[src/rtl/edp_pkg.sv]
// Shared types and operation codes for the edit distance engine.
package edp_pkg;

    typedef enum logic [1:0] {
        OP_REF    = 2'd0,
        OP_QUERY  = 2'd1,
        OP_FINISH = 2'd2,
        OP_NONE   = 2'd3
    } op_t;

    // Tokens that travel down the cell chain, one hop per cycle.
    typedef struct packed {
        logic q_valid;  // query byte wavefront
        logic first;    // first query byte of the pair: columns start at j
        logic f_valid;  // finish token collecting the distance
        logic f_use;    // last active cell overrides the carried distance
    } wave_ctl_t;

    localparam int DIST_W = 7;

endpackage

[src/rtl/edp_cell.sv]
// One column cell of the edit distance chain: reference byte, DP value, token stage.
module edp_cell #(
    parameter int DW  = 7,
    parameter int IW  = 6,
    parameter int IDX = 0
) (
    input  logic                aclk,
    input  logic                aresetn,
    input  logic                wr_en,
    input  logic [IW-1:0]       wr_idx,
    input  logic [7:0]          wr_sym,
    input  logic [DW-1:0]       ref_len,
    input  edp_pkg::wave_ctl_t  ctl_in,
    input  logic [7:0]          sym_in,
    input  logic [DW-1:0]       left_in,
    input  logic [DW-1:0]       diag_in,
    input  logic [DW-1:0]       carry_in,
    output edp_pkg::wave_ctl_t  ctl_out,
    output logic [7:0]          sym_out,
    output logic [DW-1:0]       left_out,
    output logic [DW-1:0]       diag_out,
    output logic [DW-1:0]       carry_out
);
    import edp_pkg::*;

    logic [7:0]    ref_reg;
    logic [DW-1:0] dp_reg;
    logic [DW-1:0] dp_next;
    logic [DW-1:0] diag_reg;
    logic [DW-1:0] above;
    logic [DW-1:0] min_ab;
    logic [DW-1:0] min_all;
    logic [7:0]    sym_reg;
    logic [DW-1:0] carry_reg;
    logic [DW-1:0] carry_next;
    wave_ctl_t     ctl_reg;

    always_comb begin
        above   = ctl_in.first ? DW'(IDX + 1) : dp_reg;
        min_ab  = (diag_in < left_in) ? diag_in : left_in;
        min_all = (min_ab < above) ? min_ab : above;
        if (ref_reg == sym_in) begin
            dp_next = diag_in;
        end else begin
            dp_next = min_all + DW'(1);
        end
        if (ctl_in.f_use && (ref_len == DW'(IDX + 1))) begin
            carry_next = dp_reg;
        end else begin
            carry_next = carry_in;
        end
    end

    always_ff @(posedge aclk) begin
        if (!aresetn) begin
            ctl_reg <= '0;
        end else begin
            ctl_reg <= ctl_in;
        end
    end

    always_ff @(posedge aclk) begin
        if (wr_en && (wr_idx == IW'(IDX))) begin
            ref_reg <= wr_sym;
        end
        if (ctl_in.q_valid) begin
            dp_reg   <= dp_next;
            diag_reg <= above;
            sym_reg  <= sym_in;
        end
        if (ctl_in.f_valid) begin
            carry_reg <= carry_next;
        end
    end

    assign ctl_out   = ctl_reg;
    assign sym_out   = sym_reg;
    assign left_out  = dp_reg;
    assign diag_out  = diag_reg;
    assign carry_out = carry_reg;

endmodule
[config.mk]
export PLATFORM = sky130hd
export DESIGN_NAME = edp_cell
export DESIGN_NICKNAME = d
export VERILOG_FILES = /design/src/rtl/edp_pkg.sv /design/src/rtl/edp_cell.sv
export SDC_FILE = /design/constraint.sdc
export NUM_CORES = 1
export LEC_CHECK = 0
export BUFFER_PORTS_ARGS = -buffer_cell sky130_fd_sc_hd__buf_2
export CORE_AREA = 10 10 88 90
export CTS_BUF_LIST = sky130_fd_sc_hd__clkbuf_2
export DETAILED_ROUTE_END_ITERATION = 10
export DIE_AREA = 0 0 98 100
export PLACE_DENSITY = 0.75
export SLEW_MARGIN = 0
export SYNTH_ARGS = -nofsm -noshare
export SYNTH_HDL_FRONTEND = slang
export SYNTH_SLANG_ARGS = --single-unit
[constraint.sdc]
create_clock -name aclk -period 10.4 [get_ports aclk]
set_clock_uncertainty 0.05 [all_clocks]
set_input_delay 2.08 -clock aclk [delete_from_list [all_inputs] [get_ports aclk]]
set_output_delay 2.08 -clock aclk [all_outputs]
set_load 0.005 [all_outputs]
# --- Yosys cells after proc, flatten, opt, wreduce, memory -nomap -nowiden ---
# Cells that the tools add are included.
word_totals:
  output_inout_bits: 33
  regBits: 41
op_classes:
  muxes: 5
  eq_ne: 2
  n_addsub: 1
  order_cmp: 2
  n_reduce_logical: 3
ops:
  columns: ["cell", "n"]
  rows:
  - ["2-to-1 mux 7 bit", 5]
  - ["less-than comparator 7 bit", 2]
  - ["equality test 8 bit", 1]
  - ["adder 7 x 1 -> 7 bit (second input constant)", 1]
  - ["equality test 7 x 1 -> 1 bit (second input constant)", 1]
  - ["zero test 6 bit", 1]
  - ["logical AND 1 bit", 2]

# --- Depth between registers and ports, before layout ---
# Gate-level depths: netlist of run 1.
depth:
  depth_word: 6
  ltp_mapped: 20
  ltp_nobuf: 19

# --- Worst setup path after synthesis of run 1 ---
# OpenSTA, ideal clock, no wires.
synth_path:
  kind: "input -> register"
  from: "in left_in[6]"
  to: "reg dp_reg[2], in the netlist left_out[2] (data pin)"
  n_path_buf: 1
  setup_time_ns: 0.135
  arrival_ns: 5.657
  path_stages: 17
  required_time_ns: 10.215
  setup_slack_ns: 4.559
  path_cell_list: "inv_1 -> ha_1 -> a21oi_1 -> o21ai_2 -> a21oi_4 -> mux2_2 -> ha_1 -> a21oi_1 -> o21ai_1 -> nor3b_2 -> o211ai_2 -> buf_6 -> nand2_1 -> mux2_2 -> ha_1 -> or4_1 -> nand3_1"
synth_between:
  elab_chain_cells: 6
synth_lines:
  columns: ["element", "line", "source"]
  rows:
  - ["from (decl)", "edp_cell.sv:15", "input logic [DW-1:0] left_in,"]
  - ["less-than comparator 7 bit", "edp_cell.sv:40", "min_ab = (diag_in < left_in) ? diag_in : left_in;"]
  - ["2-to-1 mux 7 bit (*)", "edp_cell.sv:40", null]
  - ["less-than comparator 7 bit", "edp_cell.sv:41", "min_all = (min_ab < above) ? min_ab : above;"]
  - ["2-to-1 mux 7 bit (*)", "edp_cell.sv:41", null]
  - ["adder 7 x 1 -> 7 bit (*)", "edp_cell.sv:45", "dp_next = min_all + DW'(1);"]
  - ["2-to-1 mux 7 bit (*)", "edp_cell.sv:42", "if (ref_reg == sym_in) begin"]
  - ["net dp_next[2]", "edp_cell.sv:28", "logic [DW-1:0] dp_next;"]
  - ["to (signal assigned)", "edp_cell.sv:67", "dp_reg <= dp_next;"]
  - ["to (decl)", "edp_cell.sv:27", "logic [DW-1:0] dp_reg;"]
# Mark *: on every way through the listed nets, which the timed path passes. The rest lies on a longest branch.
# A chain may end at the register's enable or synchronous reset.

# --- Worst setup path after layout of run 1 ---
layout_path:
  from: "in left_in[2]"
  to: "reg dp_reg[6], in the netlist left_out[6] (data pin)"
# The elaborated chain is that of the path after synthesis.

==> results of run 1 <==
report_power, final:
part	leakage [nW]	internal [mW]	switching, mW
Clock	0.0304	0.0159	0.0502
Sequential	0.392	0.201	0.00781
Combinational	0.879	0.0626	0.0755
Total	1.30	0.280	0.134
worst paths after layout:
kind | end | slack (ns) | cells past startpoint
setup / recovery | left_out[6] | 4.26 | 18
hold / removal | carry_out[0] | 0.59 | 1
setup reg to reg | left_out[6] | 6.61 | 13
hold reg to reg | carry_out[0] | 0.59 | 1
synthesized netlist by cell type (all sizes together), types with 2 or more instances:
| cell | count | area [um^2] |
|---|---|---|
| nor2 | 9 | 36.3 |
| a211oi | 3 | 22.5 |
| nand2 | 14 | 52.6 |
| edfxtp | 37 | 1110 |
| a32oi | 2 | 17.5 |
| o41ai | 2 | 32.5 |
| o21ai | 5 | 32.5 |
| and2 | 5 | 31.3 |
| a31oi | 3 | 18.8 |
| dfxtp | 4 | 80.1 |
| a21oi | 9 | 56.3 |
| o211ai | 5 | 42.5 |
| nor2b | 3 | 21.3 |
| o21bai | 2 | 15.0 |
| buf | 3 | 27.5 |
| inv | 16 | 60.1 |
| nand2b | 4 | 25.0 |
| ha | 13 | 163 |
| a21o | 2 | 15.0 |
| mux2 | 14 | 165 |
| nor3 | 3 | 15.0 |
| mux2i | 3 | 30.0 |
| nor4 | 4 | 25.0 |
| nand3 | 9 | 45.0 |
| xnor2 | 2 | 17.5 |
| nand4 | 4 | 25.0 |
| xor2 | 8 | 70.1 |
placed cells by master (no fill, tap or decap), drive strengths merged, types with 2 or more instances in the layout:
cell | Yosys | final
buf | 3 | 90
edfxtp | 37 | 37
inv | 16 | 16
nand2 | 14 | 14
mux2 | 14 | 14
ha | 13 | 13
nand3 | 9 | 9
a21oi | 9 | 9
nor2 | 9 | 9
xor2 | 8 | 8
and2 | 5 | 5
clkbuf | 0 | 5
o211ai | 5 | 5
o21ai | 5 | 5
nand2b | 4 | 4
nor4 | 4 | 4
nand4 | 4 | 4
dfxtp | 4 | 4
nor3 | 3 | 3
mux2i | 3 | 3
a211oi | 3 | 3
a31oi | 3 | 3
nor2b | 3 | 3
clkinv | 0 | 3
o21bai | 2 | 2
a21o | 2 | 2
o41ai | 2 | 2
xnor2 | 2 | 2
a32oi | 2 | 2
logic make-up after synthesis:
group / synth area share
mux: 0.0823
flops: 0.502
fa+ha+maj: 0.0686
buf+inv: 0.0369
compound gates: 0.137
xor+xnor: 0.0369
simple gates: 0.136
through the flow:
stage / util / instance area (um^2) / setup slack [ns] / hold slack [ns] / cells
after floorplan: - / 2370 / 4.56 / 0.526 / 201
after global placement: 0.472 / 2890 / 4.05 / 0.544 / 365
after detailed placement: 0.472 / 2890 / 3.95 / 0.566 / 365
after CTS: 0.479 / 2940 / 4.34 / 0.587 / 373
after global routing: 0.479 / 2940 / 3.90 / 0.608 / 373
final: 0.479 / 2940 / 4.26 / 0.593 / 373
routing by layer:
layer,up-vias,routed length (um),global-route usage
met1,876,2610,0.141
met3,6,439,0.0309
li1,952,-,-
met5,-,0,0
met4,0,79,0.0403
met2,74,2740,0.189
layout make-up:
| cell class | instances | area share |
|---|---|---|
| clock buffers | 5 | 0.00853 |
| clock inverters | 3 | 0.00597 |
| inverters | 16 | 0.0205 |
| multi-input cells | 141 | 0.372 |
| flip-flops and latches | 41 | 0.406 |
| well taps | 77 | 0.0328 |
| repair buffers | 90 | 0.154 |
==> results.yml, run 1 <==
status:
  outcome: "complete, no violations"
yosys:
  synthArstFlopShare: 0
  syn-cell-area_mm2: 0.00237
  yosysWarnings: 0
  yosysUniqueCellTypes: 48
  ys_seq_elements: 41
  synth_seq_area_share: 0.502
  syn_inst: 201
  synth_edf_count: 37
  synth_nets: 271
  synthFlopType: "edfxtp_1"
  synth.avg_cell_area_um2: 11.8
global_routing:
  grt_pass1_vias: 2014
  antenna_found_initial: 0
  grt_max_degree: 24
  grt_overflow: 0
  grt_pass1_wl_um: 9450
  track_usage: 0.115
clock_network:
  cts_max_level: 2
  cts_max_path_buffers: 2
  clkLatencyLatePin_ns: 0.39
  post_cts_buffers: 0
  cts.sink_count: 41
  cts_buffers: 5
  cts_hold_buf: 0
  path_clk_slew_ns: 0.20
  cts_tree: "done"
  ctsResizeCount: 0
  cts-root-buf: "clkbuf_2"
setup_path:
  crit_family: "compound AO/OA/AOI/OAI gates"
  path_buf_inv: 2
  cp.arrival_ns: 6.35
  critPathLaunch: "left_in[2]"
  required_ns: 10.61
  critPathLaunchType: "primary input"
  cp_slowest_cell: "o21bai_1"
  max_stage_delay_ns: 0.66
  crit_path_end_kind: "flip-flop"
  worst-path-max-fanout: 11
  cp_common_cell: "ha_1"
  r2r-start: "left_out[3]"
  worst-setup-path-type: "in2reg"
  crit_chain: "buf_2, inv_1, ha_1, a21oi_1, o21ai_2, a21oi_4, mux2_2, ha_1, nand4_1, o21bai_1, nand2_1, mux2_2, ha_1, nand3_1, nor3_1, xnor2_1, nand3_1, a31oi_1"
min_path:
  min_from: "left_out[0]"
  hp-class: "reg2reg"
finish:
  regArea_mm2: 0.00119
  multi_input_comb_area_mm2: 0.00109
  syn2layout_area_growth_pct: 23.8
  fin_nets: 365
  n_antenna_cell: 0
  n_fill_cell: 576
  layout-drive-gt1-share: 0.416
route:
  drtPass1Iterations: 4
  finalWirelength_um: 5870
  via_per_inst: 5.12
  wl_per_cell_um: 15.7
  drc: 0
  vias: 1908
  first_iter_violations: 153
  ant_nets: 0
floorplan:
  ios: 90
  die_h_um: 100
  start_util: 0.387
  core_area_mm2: 0.00613
  dieArea_mm2: 0.00980
  dieWidth_um: 98
  rows: 29
timing:
  period_needed_ns: 6.14
  setup_viol_count_final: 0
  slew_headroom: 0.488
  rsz0062_at_grt: "false"
  hold_viol: 0
  slew_viol_final: 0
  max_freq_mhz: 163
  worstMarginPinSlew_ns: 0.767
  period_share: 0.591
  tns_ns: 0
pwr:
  p_leak_nw: 1.30
  power_density_mw_per_mm2: 141
  total_power_mw: 0.413
  worst_ir_drop_vdd_uv: 71.0
place:
  io_buffers: 89
  dp.final_hpwl_um: 4980
  gp_congestion: 0.897
run:
  max_cap_viol_count: 0
Power figures use the tool's default switching activity.
==> inputs of run 2 (changes only) <==
PLACE_DENSITY = 0.77   (was 0.75)
clock period = 5.3 ns   (was 10.4 ns; I/O delays follow)
==> results.yml, run 2 (synthesis gave the netlist of run 1 again) <==
run:
  max_cap_viol_count: 0
clock_network:
  cts_max_path_buffers: 2
  path_clk_slew_ns: 0.21
  cts_tree: "done"
  cts_hold_buf: 0
  clkLatencyLatePin_ns: 0.38
  cts.sink_count: 41
  cts-root-buf: "clkbuf_2"
  ctsResizeCount: 0
  post_cts_buffers: 0
  cts_max_level: 2
  cts_buffers: 5
floorplan:
  core_area_mm2: 0.00613
  ios: 90
  start_util: 0.387
  rows: 29
  dieArea_mm2: 0.00980
  dieWidth_um: 98
  die_h_um: 100
finish:
  fin_area_mm2: 0.00300
  layout-drive-gt1-share: 0.423
  final_util: 0.489
  n_fill_cell: 565
  syn2layout_area_growth_pct: 26.6
  final_cell_mix: "buf_2 (89), edfxtp_1 (37), inv_1 (16)"
  final_common_cell: "buf_2"
  fin_nets: 367
  multi_input_comb_area_mm2: 0.00109
  regArea_mm2: 0.00119
  n_antenna_cell: 0
place:
  dp.final_hpwl_um: 5000
  placed_cell_area_mm2: 0.00291
  place_ws_ns: 0.136
  io_buffers: 89
  gp_congestion: 0.853
setup_path:
  max_stage_delay_ns: 0.41
  critPathLaunchType: "primary input"
  cp_common_cell: "ha_1"
  path_buf_inv: 2
  crit_chain: "buf_2, inv_1, ha_1, a21oi_1, o21ai_2, a21oi_4, mux2_2, ha_1, a21oi_1, o21ai_1, nor3b_2, o211ai_2, nand2_1, mux2_2, ha_1, nand3_1, nor3_1, xnor2_1, nand3_1, a31oi_1"
  crit_family: "compound AO/OA/AOI/OAI gates"
  worst-path-max-fanout: 10
  cp_slowest_cell: "mux2_2"
  required_ns: 5.50
  cp.arrival_ns: 5.01
  crit_path_end_kind: "flip-flop"
  r2r-start: "left_out[3]"
  critPathLaunch: "left_in[2]"
  worst-setup-path-type: "in2reg"
pwr:
  worst_ir_drop_vdd_uv: 189
  seq_power_share: 0.446
  internal_power_mw: 0.651
  p_leak_nw: 1.33
  power.switching_mw: 0.268
  power_frac_comb: 0.305
  switching_share: 0.291
  power_density_mw_per_mm2: 306
  power_frac_clock: 0.250
  total_power_mw: 0.919
route:
  wl_per_cell_um: 15.8
  first_iter_violations: 218
  finalWirelength_um: 5920
  drc: 0
  ant_nets: 0
  via_per_inst: 5.17
  vias: 1938
  drtPass1Iterations: 4
timing:
  rsz0062_at_grt: "false"
  tns_ns: 0
  period_share: 0.907
  slew_viol_final: 0
  setup_viol_count_final: 0
  max_freq_mhz: 208
  period_needed_ns: 4.81
  setup_ws_ns: 0.490
  hold_viol: 0
  worstMarginPinSlew_ns: 0.493
  slew_headroom: 0.671
min_path:
  hp-class: "reg2reg"
  min_from: "left_out[1]"
status:
  outcome: "complete, no violations"
global_routing:
  grt_pass1_vias: 1988
  track_usage: 0.116
  grt_overflow: 0
  grt_max_degree: 24
  antenna_found_initial: 0
  grt_pass1_wl_um: 9590
## run 2: cell types whose count changed in the layout (fill, tap and decap cells not counted)
cell / before / now
clkinv_4: 1 / 0
buf_4: 1 / 3
clkinv_1: 1 / 0
bufinv_16: 0 / 2
inv_6: 0 / 1
clkinv_2: 1 / 0
## run 2: per-layer routing
layer  track usage  up-vias  wire [um]
met3        0.0343        8        549
li1              -      955          -
met2         0.186       93       2810
met5             0        -          0
met4        0.0470        0         83
met1         0.142      882       2470
## run 2: power groups by stage
stage                     combinational [mW]  sequential, mW  clock (mW)
after CTS                              0.279           0.411       0.234
after global routing                   0.312           0.414       0.249
final                                  0.280           0.410       0.230
after global placement                 0.273           0.416           0
after floorplan                        0.176           0.419           0
after detailed placement               0.277           0.418           0
## run 2: metrics by stage
step | std cells | hold slack, ns
after floorplan | 201 | 0.526
after detailed placement | 367 | 0.547
final | 375 | 0.582
after CTS | 375 | 0.584
after global placement | 367 | 0.543
after global routing | 375 | 0.613
## run 2: layout make-up
cell class / count / area share
clock buffers: 5 / 0.00834
clock inverters: 3 / 0.0229
inverters: 16 / 0.0200
multi-input cells: 141 / 0.364
flip-flops and latches: 41 / 0.397
well taps: 77 / 0.0321
repair buffers: 92 / 0.156
## run 2: worst reg2reg max path: stages (launching register included)
cell and delay, ns:
edfxtp_1 0.42, nor2b_1 0.36, inv_1 0.13, ha_1 0.21, a21oi_1 0.15, o21ai_1 0.14
nor3b_2 0.27, o211ai_2 0.13, nand2_1 0.18, mux2_2 0.18, ha_1 0.28, nand3_1 0.15
nor3_1 0.27, xnor2_1 0.17, nand3_1 0.10, a31oi_1 0.16
## run 2: path summary, 6_finish.rpt
path	to	cells past startpoint	slack, ns
setup / recovery	left_out[6]	20	0.49
hold / removal	carry_out[1]	1	0.58
setup reg to reg	left_out[6]	15	1.85
hold reg to reg	carry_out[1]	1	0.58
